===== src/hw/rtl/wphc_pkg.sv =====
// Package for the windowed PID heater controller.
// Transaction structs, register indexes, scan states and fixed widths.
// No dependencies.
`default_nettype none

package wphc_pkg;

  localparam int TEMP_W     = 12;
  localparam int GAIN_W     = 16;
  localparam int ERR_W      = TEMP_W + 1;
  localparam int DER_W      = ERR_W + 1;
  localparam int WLEN_W     = 5;
  localparam int CFG_ADDR_W = 3;
  localparam int CFG_DATA_W = 16;
  localparam int PWM_W      = 8;
  localparam int DRV_OUT_W  = 16;
  localparam int FRAC_SH    = 12;
  localparam int PWM_MAX    = 255;
  localparam int DRV_MAX    = 32767;
  localparam int DRV_MIN    = -32768;

  localparam logic signed [TEMP_W-1:0] TARGET_RST     = 12'sd592;
  localparam logic signed [GAIN_W-1:0] P_GAIN_RST     = 16'sd256;
  localparam logic signed [GAIN_W-1:0] I_GAIN_RST     = 16'sd0;
  localparam logic signed [GAIN_W-1:0] D_GAIN_RST     = 16'sd0;
  localparam logic signed [TEMP_W-1:0] PAD_LIMIT_RST  = 12'sd640;
  localparam logic signed [TEMP_W-1:0] ROOM_LIMIT_RST = 12'sd560;
  localparam logic [WLEN_W-1:0]        WINDOW_LEN_RST = 5'd10;

  typedef enum logic [CFG_ADDR_W-1:0] {
    REG_TARGET     = 3'd0,
    REG_P_GAIN     = 3'd1,
    REG_I_GAIN     = 3'd2,
    REG_D_GAIN     = 3'd3,
    REG_PAD_LIMIT  = 3'd4,
    REG_ROOM_LIMIT = 3'd5,
    REG_WINDOW_LEN = 3'd6
  } reg_idx_t;

  typedef enum logic [1:0] {
    ST_RUN,
    ST_SCAN,
    ST_DRAIN
  } scan_state_t;

  typedef struct packed {
    logic signed [TEMP_W-1:0] core_temp;
    logic signed [TEMP_W-1:0] pad_temp;
    logic signed [TEMP_W-1:0] room_temp;
  } in_t;

  typedef struct packed {
    logic [PWM_W-1:0]            pad_pwm;
    logic                        room_heater_on;
    logic signed [DRV_OUT_W-1:0] drive_unclamped;
  } out_t;

endpackage

`default_nettype wire


===== src/hw/rtl/windowed_pid_heater_control_top.sv =====
// Windowed PID heater controller: error ring in RAM, running window sum, PID drive.
// Throughput one transaction per cycle while neither out_stall nor a rescan stalls the input,
// set by the read-first error RAM that is read and written once per transaction.
// A window_len write starts a rescan of the error RAM (scan, then drain), input stalled.
// Reset (rst_n low, synchronous): configuration and control registers to defaults, ring entries read as zero.
// Depends on wphc_pkg and wphc_ram.
`default_nettype none

module windowed_pid_heater_control_top #(
  parameter int WINDOW_MAX = 16
) (
  input  wire                                  clk,
  input  wire                                  rst_n,
  input  wire                                  in_valid,
  output logic                                 in_stall,
  input  wphc_pkg::in_t                        in_data,
  output logic                                 out_valid,
  input  wire                                  out_stall,
  output wphc_pkg::out_t                       out_data,
  input  wire                                  cfg_we,
  input  wire [wphc_pkg::CFG_ADDR_W-1:0]       cfg_addr,
  input  wire [wphc_pkg::CFG_DATA_W-1:0]       cfg_data
);
  import wphc_pkg::*;

  localparam int IDX_W = $clog2(WINDOW_MAX);
  localparam int LEN_W = $clog2(WINDOW_MAX + 1);
  localparam int SUM_W = ERR_W + LEN_W;
  localparam int PE_W  = GAIN_W + ERR_W;
  localparam int DE_W  = GAIN_W + DER_W;
  localparam int ACC_W = GAIN_W + SUM_W + 2;
  localparam int DRV_W = ACC_W - FRAC_SH;

  logic signed [TEMP_W-1:0] target_temp_r, pad_limit_r, room_limit_r;
  logic signed [GAIN_W-1:0] p_gain_r, i_gain_r, d_gain_r;
  logic [WLEN_W-1:0]        window_len_r;

  scan_state_t state_r, state_nxt;
  logic [IDX_W-1:0] cnt_r, cnt_nxt;
  logic             scan_rd, scan_go, scan_acc_r, scan_acc_nxt;
  logic [IDX_W-1:0] scan_idx_r;

  logic [IDX_W-1:0]        window_index_r, window_index_nxt, widx;
  logic [WINDOW_MAX-1:0]   entry_vld_r;
  logic                    rd_vbit_r;
  logic signed [SUM_W-1:0] sum_r, sum_nxt, sum_new;
  logic signed [ERR_W-1:0] last_err_r;

  logic [31:0]      wl32, len32, nxt32;
  logic [LEN_W-1:0] len_eff;

  logic                    acc_in;
  logic signed [ERR_W-1:0] err, old_e;
  logic signed [DER_W-1:0] deriv;
  logic [ERR_W-1:0]        ram_rdata;
  logic                    ram_re;
  logic [IDX_W-1:0]        ram_raddr;

  logic                    v1_r, v2_r, v3_r, out_valid_r;
  logic                    mv1, mv2, mv3, free1, free2, free3;
  logic signed [ERR_W-1:0] err1_r;
  logic signed [DER_W-1:0] der1_r;
  logic                    pad_hot1_r, room_on1_r, pad_hot2_r, room_on2_r;
  logic                    pad_hot3_r, room_on3_r;
  logic signed [PE_W-1:0]  pe2_r;
  logic signed [DE_W-1:0]  de2_r;
  logic signed [SUM_W-1:0] sum2_r;
  logic signed [ACC_W-1:0] pd3_r, is3_r, acc_sum;
  logic signed [DRV_W-1:0] drive;
  out_t                    out_data_r, out_nxt;

  // effective window length and ring position
  always_comb begin
    wl32 = 32'(window_len_r);
    if (wl32 == 32'd0) begin
      len32 = 32'd1;
    end else if (wl32 > 32'(WINDOW_MAX)) begin
      len32 = 32'(WINDOW_MAX);
    end else begin
      len32 = wl32;
    end
    len_eff = len32[LEN_W-1:0];
    widx = (32'(window_index_r) >= 32'(len_eff)) ? '0 : window_index_r;
    nxt32 = 32'(widx) + 32'd1;
    window_index_nxt = (nxt32 >= 32'(len_eff)) ? '0 : nxt32[IDX_W-1:0];
  end

  // stage handshake
  always_comb begin
    free3    = !v3_r || !out_valid_r || !out_stall;
    mv3      = v3_r && free3;
    free2    = !v2_r || free3;
    mv2      = v2_r && free3;
    free1    = !v1_r || free2;
    mv1      = v1_r && free2;
    in_stall = (state_r != ST_RUN) || !free1;
    acc_in   = in_valid && !in_stall;
  end

  assign err   = ERR_W'(target_temp_r) - ERR_W'(in_data.core_temp);
  assign deriv = DER_W'(err) - DER_W'(last_err_r);
  assign scan_go = cfg_we && (cfg_addr == REG_WINDOW_LEN);

  // rescan sequencer
  always_comb begin
    state_nxt    = state_r;
    cnt_nxt      = cnt_r;
    scan_rd      = 1'b0;
    scan_acc_nxt = 1'b0;
    unique case (state_r)
      ST_RUN: begin
        cnt_nxt = '0;
      end
      ST_SCAN: begin
        scan_rd      = 1'b1;
        scan_acc_nxt = 1'b1;
        cnt_nxt      = cnt_r + IDX_W'(1);
        if (cnt_r == IDX_W'(WINDOW_MAX - 1)) begin
          state_nxt = ST_DRAIN;
        end
      end
      ST_DRAIN: begin
        state_nxt = ST_RUN;
      end
      default: begin
        state_nxt = ST_RUN;
      end
    endcase
    if (scan_go) begin
      state_nxt    = ST_SCAN;
      cnt_nxt      = '0;
      scan_acc_nxt = 1'b0;
    end
  end

  assign ram_re    = acc_in || scan_rd;
  assign ram_raddr = scan_rd ? cnt_r : widx;

  wphc_ram #(
    .WIDTH(ERR_W),
    .DEPTH(WINDOW_MAX)
  ) u_err_ram (
    .clk  (clk),
    .we   (acc_in),
    .waddr(widx),
    .wdata(err),
    .re   (ram_re),
    .raddr(ram_raddr),
    .rdata(ram_rdata)
  );

  assign old_e   = rd_vbit_r ? $signed(ram_rdata) : '0;
  assign sum_new = sum_r - SUM_W'(old_e) + SUM_W'(err1_r);

  always_comb begin
    sum_nxt = sum_r;
    if (scan_go) begin
      sum_nxt = '0;
    end else if (scan_acc_r) begin
      if (rd_vbit_r && (32'(scan_idx_r) < 32'(len_eff))) begin
        sum_nxt = sum_r + SUM_W'(old_e);
      end
    end else if (mv1) begin
      sum_nxt = sum_new;
    end
  end

  assign acc_sum = pd3_r + is3_r;
  assign drive   = $signed(acc_sum[ACC_W-1:FRAC_SH]);

  always_comb begin
    out_nxt.room_heater_on = room_on3_r;
    if (drive > DRV_W'(DRV_MAX)) begin
      out_nxt.drive_unclamped = DRV_OUT_W'(DRV_MAX);
    end else if (drive < DRV_W'(DRV_MIN)) begin
      out_nxt.drive_unclamped = DRV_OUT_W'(DRV_MIN);
    end else begin
      out_nxt.drive_unclamped = drive[DRV_OUT_W-1:0];
    end
    priority if (pad_hot3_r || (drive < DRV_W'(0))) begin
      out_nxt.pad_pwm = '0;
    end else if (drive > DRV_W'(PWM_MAX)) begin
      out_nxt.pad_pwm = PWM_W'(PWM_MAX);
    end else begin
      out_nxt.pad_pwm = drive[PWM_W-1:0];
    end
  end

  // configuration registers
  always_ff @(posedge clk) begin
    if (!rst_n) begin
      target_temp_r <= TARGET_RST;
      p_gain_r      <= P_GAIN_RST;
      i_gain_r      <= I_GAIN_RST;
      d_gain_r      <= D_GAIN_RST;
      pad_limit_r   <= PAD_LIMIT_RST;
      room_limit_r  <= ROOM_LIMIT_RST;
      window_len_r  <= WINDOW_LEN_RST;
    end else if (cfg_we) begin
      unique case (cfg_addr)
        REG_TARGET:     target_temp_r <= $signed(cfg_data[TEMP_W-1:0]);
        REG_P_GAIN:     p_gain_r      <= $signed(cfg_data[GAIN_W-1:0]);
        REG_I_GAIN:     i_gain_r      <= $signed(cfg_data[GAIN_W-1:0]);
        REG_D_GAIN:     d_gain_r      <= $signed(cfg_data[GAIN_W-1:0]);
        REG_PAD_LIMIT:  pad_limit_r   <= $signed(cfg_data[TEMP_W-1:0]);
        REG_ROOM_LIMIT: room_limit_r  <= $signed(cfg_data[TEMP_W-1:0]);
        REG_WINDOW_LEN: window_len_r  <= cfg_data[WLEN_W-1:0];
        default: begin
        end
      endcase
    end
  end

  // control state
  always_ff @(posedge clk) begin
    if (!rst_n) begin
      state_r        <= ST_RUN;
      cnt_r          <= '0;
      scan_acc_r     <= 1'b0;
      window_index_r <= '0;
      entry_vld_r    <= '0;
      sum_r          <= '0;
      last_err_r     <= '0;
      v1_r           <= 1'b0;
      v2_r           <= 1'b0;
      v3_r           <= 1'b0;
      out_valid_r    <= 1'b0;
    end else begin
      state_r    <= state_nxt;
      cnt_r      <= cnt_nxt;
      scan_acc_r <= scan_acc_nxt;
      sum_r      <= sum_nxt;
      if (acc_in) begin
        window_index_r    <= window_index_nxt;
        entry_vld_r[widx] <= 1'b1;
        last_err_r        <= err;
      end
      if (free1) begin
        v1_r <= acc_in;
      end
      if (free2) begin
        v2_r <= mv1;
      end
      if (free3) begin
        v3_r <= mv2;
      end
      if (!out_valid_r || !out_stall) begin
        out_valid_r <= mv3;
      end
    end
  end

  // datapath
  always_ff @(posedge clk) begin
    if (ram_re) begin
      rd_vbit_r  <= scan_rd ? entry_vld_r[cnt_r] : entry_vld_r[widx];
      scan_idx_r <= cnt_r;
    end
    if (acc_in) begin
      err1_r     <= err;
      der1_r     <= deriv;
      pad_hot1_r <= in_data.pad_temp > pad_limit_r;
      room_on1_r <= !(in_data.room_temp > room_limit_r);
    end
    if (mv1) begin
      pe2_r      <= PE_W'(p_gain_r) * PE_W'(err1_r);
      de2_r      <= DE_W'(d_gain_r) * DE_W'(der1_r);
      sum2_r     <= sum_new;
      pad_hot2_r <= pad_hot1_r;
      room_on2_r <= room_on1_r;
    end
    if (mv2) begin
      pd3_r      <= ACC_W'(pe2_r) + ACC_W'(de2_r);
      is3_r      <= ACC_W'(i_gain_r) * ACC_W'(sum2_r);
      pad_hot3_r <= pad_hot2_r;
      room_on3_r <= room_on2_r;
    end
    if (mv3) begin
      out_data_r <= out_nxt;
    end
  end

  assign out_valid = out_valid_r;
  assign out_data  = out_data_r;

endmodule

`default_nettype wire


===== src/hw/rtl/wphc_ram.sv =====
// Generic single-port-write, single-port-read RAM with registered read.
// Read-first on a same-address write. No dependencies.
`default_nettype none

module wphc_ram #(
  parameter int WIDTH = 13,
  parameter int DEPTH = 16
) (
  input  wire                     clk,
  input  wire                     we,
  input  wire [$clog2(DEPTH)-1:0] waddr,
  input  wire [WIDTH-1:0]         wdata,
  input  wire                     re,
  input  wire [$clog2(DEPTH)-1:0] raddr,
  output logic [WIDTH-1:0]        rdata
);

  logic [WIDTH-1:0] mem_r [DEPTH];

  always_ff @(posedge clk) begin
    if (we) begin
      mem_r[waddr] <= wdata;
    end
    if (re) begin
      rdata <= mem_r[raddr];
    end
  end

endmodule

`default_nettype wire


===== config.mk =====
export PLATFORM = sky130hd
export DESIGN_NAME = windowed_pid_heater_control_top
export DESIGN_NICKNAME = d
export VERILOG_FILES = /design/src/hw/rtl/wphc_pkg.sv /design/src/hw/rtl/windowed_pid_heater_control_top.sv /design/src/hw/rtl/wphc_ram.sv
export SDC_FILE = /design/constraint.sdc
export NUM_CORES = 2
export LEC_CHECK = 0
export ABC_AREA = 0
export BUFFER_PORTS_ARGS = -buffer_cell sky130_fd_sc_hd__buf_4
export CAP_MARGIN = 10
export CORE_MARGIN = 5
export CORE_UTILIZATION = 40
export DETAILED_ROUTE_END_ITERATION = 16
export GPL_TIMING_DRIVEN = 0
export MAX_ROUTING_LAYER = met4
export PLACE_DENSITY = 0.67
export SYNTH_ARGS = -nofsm -noshare
export SYNTH_HDL_FRONTEND = slang
export SYNTH_SLANG_ARGS = --single-unit

===== constraint.sdc =====
create_clock -name clk -period 8.5 [get_ports clk]
set_clock_uncertainty 0.05 [all_clocks]
set_input_delay 1.275 -clock clk [delete_from_list [all_inputs] [get_ports clk]]
set_output_delay 1.275 -clock clk [all_outputs]
set_load 0.005 [all_outputs]

# Word-level counts from Yosys, hierarchy flattened
# Memory sizes are Yosys's and may differ from the RTL's. A register that Yosys moved wholly into a read port is not among the register bits.
# Index checks and enable logic that the tools add are counted.
[classes]
magnitude_cmp = 13
n_bitwise = 3
mul = 3
n_eq_ne = 12
n_addsub = 9
n_mux = 25
reduce_logical = 40
[op_table]
columns = ["op", "count"]
rows = [
  ["18-bit two-way mux", 3],
  ["18-bit by 13-bit adder with 18-bit output", 2],
  ["36-bit adder", 1],
  ["16-bit by 18-bit multiplier with 34-bit output", 1],
  ["29-bit by 30-bit adder with 31-bit output", 1],
  ["16-bit by 14-bit multiplier with 30-bit output", 1],
  ["16-bit by 13-bit multiplier with 29-bit output", 1],
  ["12-bit greater-than comparator", 2],
  ["24-bit by 16-bit greater-than comparator with 1-bit output (second input constant)", 1],
  ["24-bit by 9-bit greater-than comparator with 1-bit output (second input constant)", 1],
  ["24-bit by 1-bit < comparator with 1-bit output (second input constant)", 1],
  ["24-bit by 16-bit < comparator with 1-bit output (second input constant)", 1],
  ["2-bit AND reduction", 10],
  ["18-bit by 13-bit subtractor with 18-bit output", 1],
  ["16-bit two-way mux", 1],
  ["16-bit OR", 1],
  ["13-bit by 13-bit subtractor with 14-bit output", 1],
  ["13-bit two-way mux", 1],
  ["12-bit by 12-bit subtractor with 13-bit output", 1],
  ["4-bit two-way mux", 3],
  ["4-bit by 5-bit < comparator with 1-bit output (second input constant)", 2],
  ["5-bit two-way mux", 2],
  ["3-bit == test (second input constant)", 3],
  ["1-bit binary-select mux with 4-bit select", 2],
  ["29 further kinds", 61],
]
[word_totals]
ram_bits = 208
regBits = 363
input_bits = 60
n_memories = 1
[mem_list]
columns = ["name", "depth", "width", "rd", "rd_ports_with_merged_regs", "wr", "line", "source"]
rows = [
  ["u_err_ram.mem_r", 16, 13, 1, 1, 1, "wphc_ram.sv:18", "logic [WIDTH-1:0] mem_r [DEPTH];"],
]

# Longest topological paths before layout
[logic_depth]
depth_word = 11
depth_mapped = 26
depth_no_buf = 24

# Hierarchy
# A second synthesis with hierarchy kept.
[hier_totals]
hier_cells = 5372
hier_area_um2 = 55223.0
[by_module_without_submodules]
columns = ["mod", "area_each_um2", "cells_each", "instances"]
rows = [
  ["windowed_pid_heater_control_top", 46849.9, 5017, 1],
  ["wphc_ram", 8373.0, 355, 1],
]

# Least setup slack after synthesis
# Ideal clock, no wire load.
[synth_path]
path_kind = "input to register"
start = "input out_stall"
end = "register sum_r[4]"
t_required_ns = 8.385
slack_ns = -0.069
path_stages = 8
n_path_buf = 1
arrival_time_ns = 8.454
cell_sequence = "and3_1 a21boi_0 nor2b_1 a31oi_1 clkbuf_1 a211oi_1 a21oi_1 nor2_1"
[synth_via]
elab_chain_len = 6
[synth_lines]
columns = ["item", "line", "source"]
rows = [
  ["start, declared", "windowed_pid_heater_control_top.sv:18", "input wire out_stall,"],
  ["1-bit logical NOT", "windowed_pid_heater_control_top.sv:90", "free3 = !v3_r || !out_valid_r || !out_stall;"],
  ["1-bit logical OR", "windowed_pid_heater_control_top.sv:90", ""],
  ["1-bit logical OR", "windowed_pid_heater_control_top.sv:92", "free2 = !v2_r || free3;"],
  ["1-bit logical AND", "windowed_pid_heater_control_top.sv:95", "mv1 = v1_r && free2;"],
  ["named net mv1", "windowed_pid_heater_control_top.sv:60", "logic mv1, mv2, mv3, free1, free2, free3;"],
  ["2-bit nonzero test (no source line)", "-", ""],
  ["2-bit AND reduction (no source line)", "-", ""],
  ["end signal, assigned", "windowed_pid_heater_control_top.sv:232", "sum_r <= sum_nxt;"],
  ["end, declared", "windowed_pid_heater_control_top.sv:46", "logic signed [SUM_W-1:0] sum_r, sum_nxt, sum_new;"],
]
# The timed path passes the listed nets, and every way through them passes these cells.
# A chain may end at the register's enable or synchronous reset.

# Worst setup path after layout
[layout_path]
start = "register i_gain_r[7]"
end = "register is3_r[34], data pin"
[layout_via]
elab_chain_len = 1
[layout_lines]
columns = ["item", "line", "source"]
rows = [
  ["start, declared", "windowed_pid_heater_control_top.sv:35", "logic signed [GAIN_W-1:0] p_gain_r, i_gain_r, d_gain_r;"],
  ["start signal, assigned", "windowed_pid_heater_control_top.sv:203", "REG_I_GAIN: i_gain_r <= $signed(cfg_data[GAIN_W-1:0]);"],
  ["16-bit by 18-bit multiplier with 34-bit output", "windowed_pid_heater_control_top.sv:274", "is3_r <= ACC_W'(i_gain_r) * ACC_W'(sum2_r);"],
  ["end signal, assigned", "windowed_pid_heater_control_top.sv:274", ""],
  ["end, declared", "windowed_pid_heater_control_top.sv:68", "logic signed [ACC_W-1:0] pd3_r, is3_r, acc_sum;"],
]
# No other way between the ends.

==> impl_results.md <==
- Outcome: completed
- Layout area overhead: 10.4%
- R2r endpoint: is3_r[34]
- Most common cell after layout, fill and taps aside: inv_1
- Avg Cell Area, Syn: 10.3 um2
- Die W: approximately 380 um
- H-tree levels: 3
- Final cell count without fillers: ~7,400
- Largest net degree at the start of global routing: 35
- Detailed Route Iter0 Violations: 2,961
- Area leader, netlist: fa_1
- Top-area cell type share of the netlist area: 0.265
- Setup tns final: 0 ns
- Register-to-register setup slack: 0.28 ns
- Hold depth: 0
- Post_cts resized: 0
- Post-layout util: 0.445
- Crit path cell chain: clkbuf_1 > clkbuf_1 > nand2_1 > fa_1 > inv_1 > fa_1 > fa_1 > fa_1 > fa_1 > inv_1 > fa_1 > inv_1 > ha_1 > and3_1 > and2_0 > a221oi_1 > a21boi_1 > o21a_1 > o21ai_1 > or4_1 > a31o_2 > a311oi_2 > xnor2_1
- Largest family of logic cells by synthesized area: adder cells
- GPL Wtd Cong: between 0.9 and 1
- Nets: ~6,700
- Root buf cell: clkbuf_16
- Leak: between 20 and 30 nW
- Cell Area, Synth: around 55,000 um2
- Number of global-route vias before repair: 39,100
- Gr ovfl total: 0
- Final Hold Fails: 0
- Clk_lat worst skew: around 0.67 ns
- Cell mode on critical path: fa_1
- Row cnt: between 100 and 150
- DRC errors left: 0
- Adder-cell share of the synthesized area: 0.359
- Worst setup SP type: register
- Hold Slack: approximately 0.36 ns
- Slew HR: 0.260
- I/O Buffers: 84
- I/O pin cnt: just under 90
- Mux contribution to synthesized area: 0.0269
- Reg-to-reg startpoint: i_gain_r[7]
- Vias: ~38,000
- Ys Warns: 0
- Worst Hold End: room_on2_r
- RSZ-0062 raised after global routing: false
- Crit path required time: ~9 ns
- Final worst path period share: 0.967
- Crit-path max cell delay: around 0.69 ns
- HP Class: reg -> reg
- Post-synth EDFFs: ~430
- DR pass1 iterations: 5
- Post-DRT Antenna Nets: 0
- Core Area: around 140,000 um2
- CP delay by family, top: adder cells
- Slowest CP cell: clkbuf_1
- Initial cell density of the core: 0.403
- Hold path start: room_on1_r
- Global Route Usage Sum: 0.199
- CP Class: reg -> reg
- Xor and xnor area share after synthesis: 0.0298
- Achievable frequency: between 100 and 150 MHz
- Post-synth cell types: 86
- Cells after Synth: approximately 5,300
- Setup bufs post-CTS: 0
- Power Dens Cells: roughly 180 nW/um2
- Worst R2R Path Depth: 23
- Wire length of the first global-routing pass: 221 mm
- Ys flop type: edfxtp_1
- Final Max Tran Viols: 0
- Die Area: 144,000 um2
- Crit path buf inv count: 5
- Sequential area share after synthesis: 0.289
- Total Routed Length: roughly 140 mm
- Compound-Gate Fraction of Synth Area: 0.0864
- Antenna violations before repair: 5
- CTS buffer count: 66
- Sequential Area: 15,800 um2
- Fill cell count: ~13,000
- CP endpoint kind: register
- Final setup viols: 0
- Slew at the pin closest to its max-slew limit: 1.11 ns
- Max VDD drop: 0.000134 V
- Syn_nets: 6,525
- Max-Cap Viols: 0
- Minimum clock period: about 8.2 ns
- FF+latch count, synth: about 580
- Simple-Gate Fraction of Synth Area: 0.128
- Largest cells by area after synthesis: fa_1, edfxtp_1, ha_1
- Critical path arrival: between 8 and 9 ns
- Async SR Flop Fraction: 0
- CP max FO: 10
- Clock Sinks: about 580
- Fraction of layout cells with a size suffix above 1: 0.0595
- Max Buffers Root-to-Sink: 3
- HPWL after DPL: ~110 mm
- Wire per inst: roughly 19 um
- Clock tree from TritonCTS: done
- Die Ht: 380 um
- Multi-input logic area: ~35,000 um2
- Avg Vias per Cell: 5.18
- Clock Pin Slew Worst Setup and Hold Paths: 0.06 ns
- DP Cell Count: 7,222
- Most frequent cells in the layout: inv_1, fa_1, nand2_1
- CTS Hold Bufs: 0
## logic make-up after synthesis
kind of cell	count (synthesis)
fa+ha+maj	1135
flops	577
xor+xnor	185
mux	76
buf+inv	1185
simple gates	1461
compound gates	711
## cell usage after synthesis, types with 11 or more instances
cell type  instances
fa_1             725
nand4_1           14
edfxtp_1         426
nand3_1           49
o211ai_1          19
nand2b_1          40
a21o_1            71
o22ai_1           11
o21bai_1          22
nor2b_1           41
mux4_2            57
xor2_1            41
dfxtp_1          151
clkbuf_1         167
o21ai_0           99
mux2i_1           18
a22oi_1           38
and2_1           338
ha_1             410
inv_1           1004
xnor2_1          142
and3_1            30
nand2_1          642
a21boi_0          96
nor3_1            46
nor2_1           200
a211oi_1          25
o21a_1            60
a31oi_1           17
a21oi_1          174
## final cells by class
class                   instances  area share
repair buffers                111      0.0168
inverters                    1005      0.0624
diodes                          6    0.000248
flip-flops and latches        577       0.262
clock inverters                44     0.00987
clock buffers                  78      0.0284
well taps                    1781      0.0369
plain buffers                 180      0.0116
multi-input cells            3568       0.572
## through the flow
step / power, mW / cell area [um2] / setup slack, ns
3_3_place_gp: 7.53 / 57600 / -0.533
2_1_floorplan: 6.37 / 54800 / 1.78
4_1_cts: 10.7 / 60400 / 0.391
6_report: 10.6 / 60500 / 0.281
3_5_place_dp: 7.64 / 58100 / 0.476
5_1_grt: 11.3 / 60500 / 0.0255
## power breakdown
part           leakage [nW]  internal [mW]  total (mW)  switching [mW]
clock network          1.10           1.73        2.99            1.26
registers              5.15           3.40        3.63           0.238
logic                  20.5           1.53        3.97            2.44
## worst max path at each step
stage / startpoint / to / slack, ns / cells after the start
3_5_place_dp: i_gain_r[9] / is3_r[34] / 0.48 / 23
5_1_grt: i_gain_r[7] / is3_r[34] / 0.03 / 23
2_1_floorplan: i_gain_r[7] / is3_r[34] / 1.78 / 23
3_3_place_gp: out_stall / sum_r[3] / -0.53 / 9
4_1_cts: i_gain_r[7] / is3_r[34] / 0.39 / 23
6_report: i_gain_r[7] / is3_r[34] / 0.28 / 23
## per-layer routing
layer  routed length (um)  share of wire  GRT usage  vias to the layer above
li1                     -              -          -                    17500
met1                61800           0.44      0.273                    19100
met2                63400           0.45      0.305                     1225
met3                10100          0.072     0.0365                      245
met4                 4270          0.031     0.0558                        0
met5                    0              0          -                        -
## flip-flops by register name (all words and copies together) (netlist names), 18 cells and up
| register | flops |
|---|---|
| u_err_ram.mem_r | 208 |
| out_data | 25 |
| de2_r | 30 |
| is3_r | 34 |
| pd3_r | 31 |
| sum_r | 18 |
| sum2_r | 18 |
| pe2_r | 29 |
No activity file was read; power rests on OpenSTA's default activity.
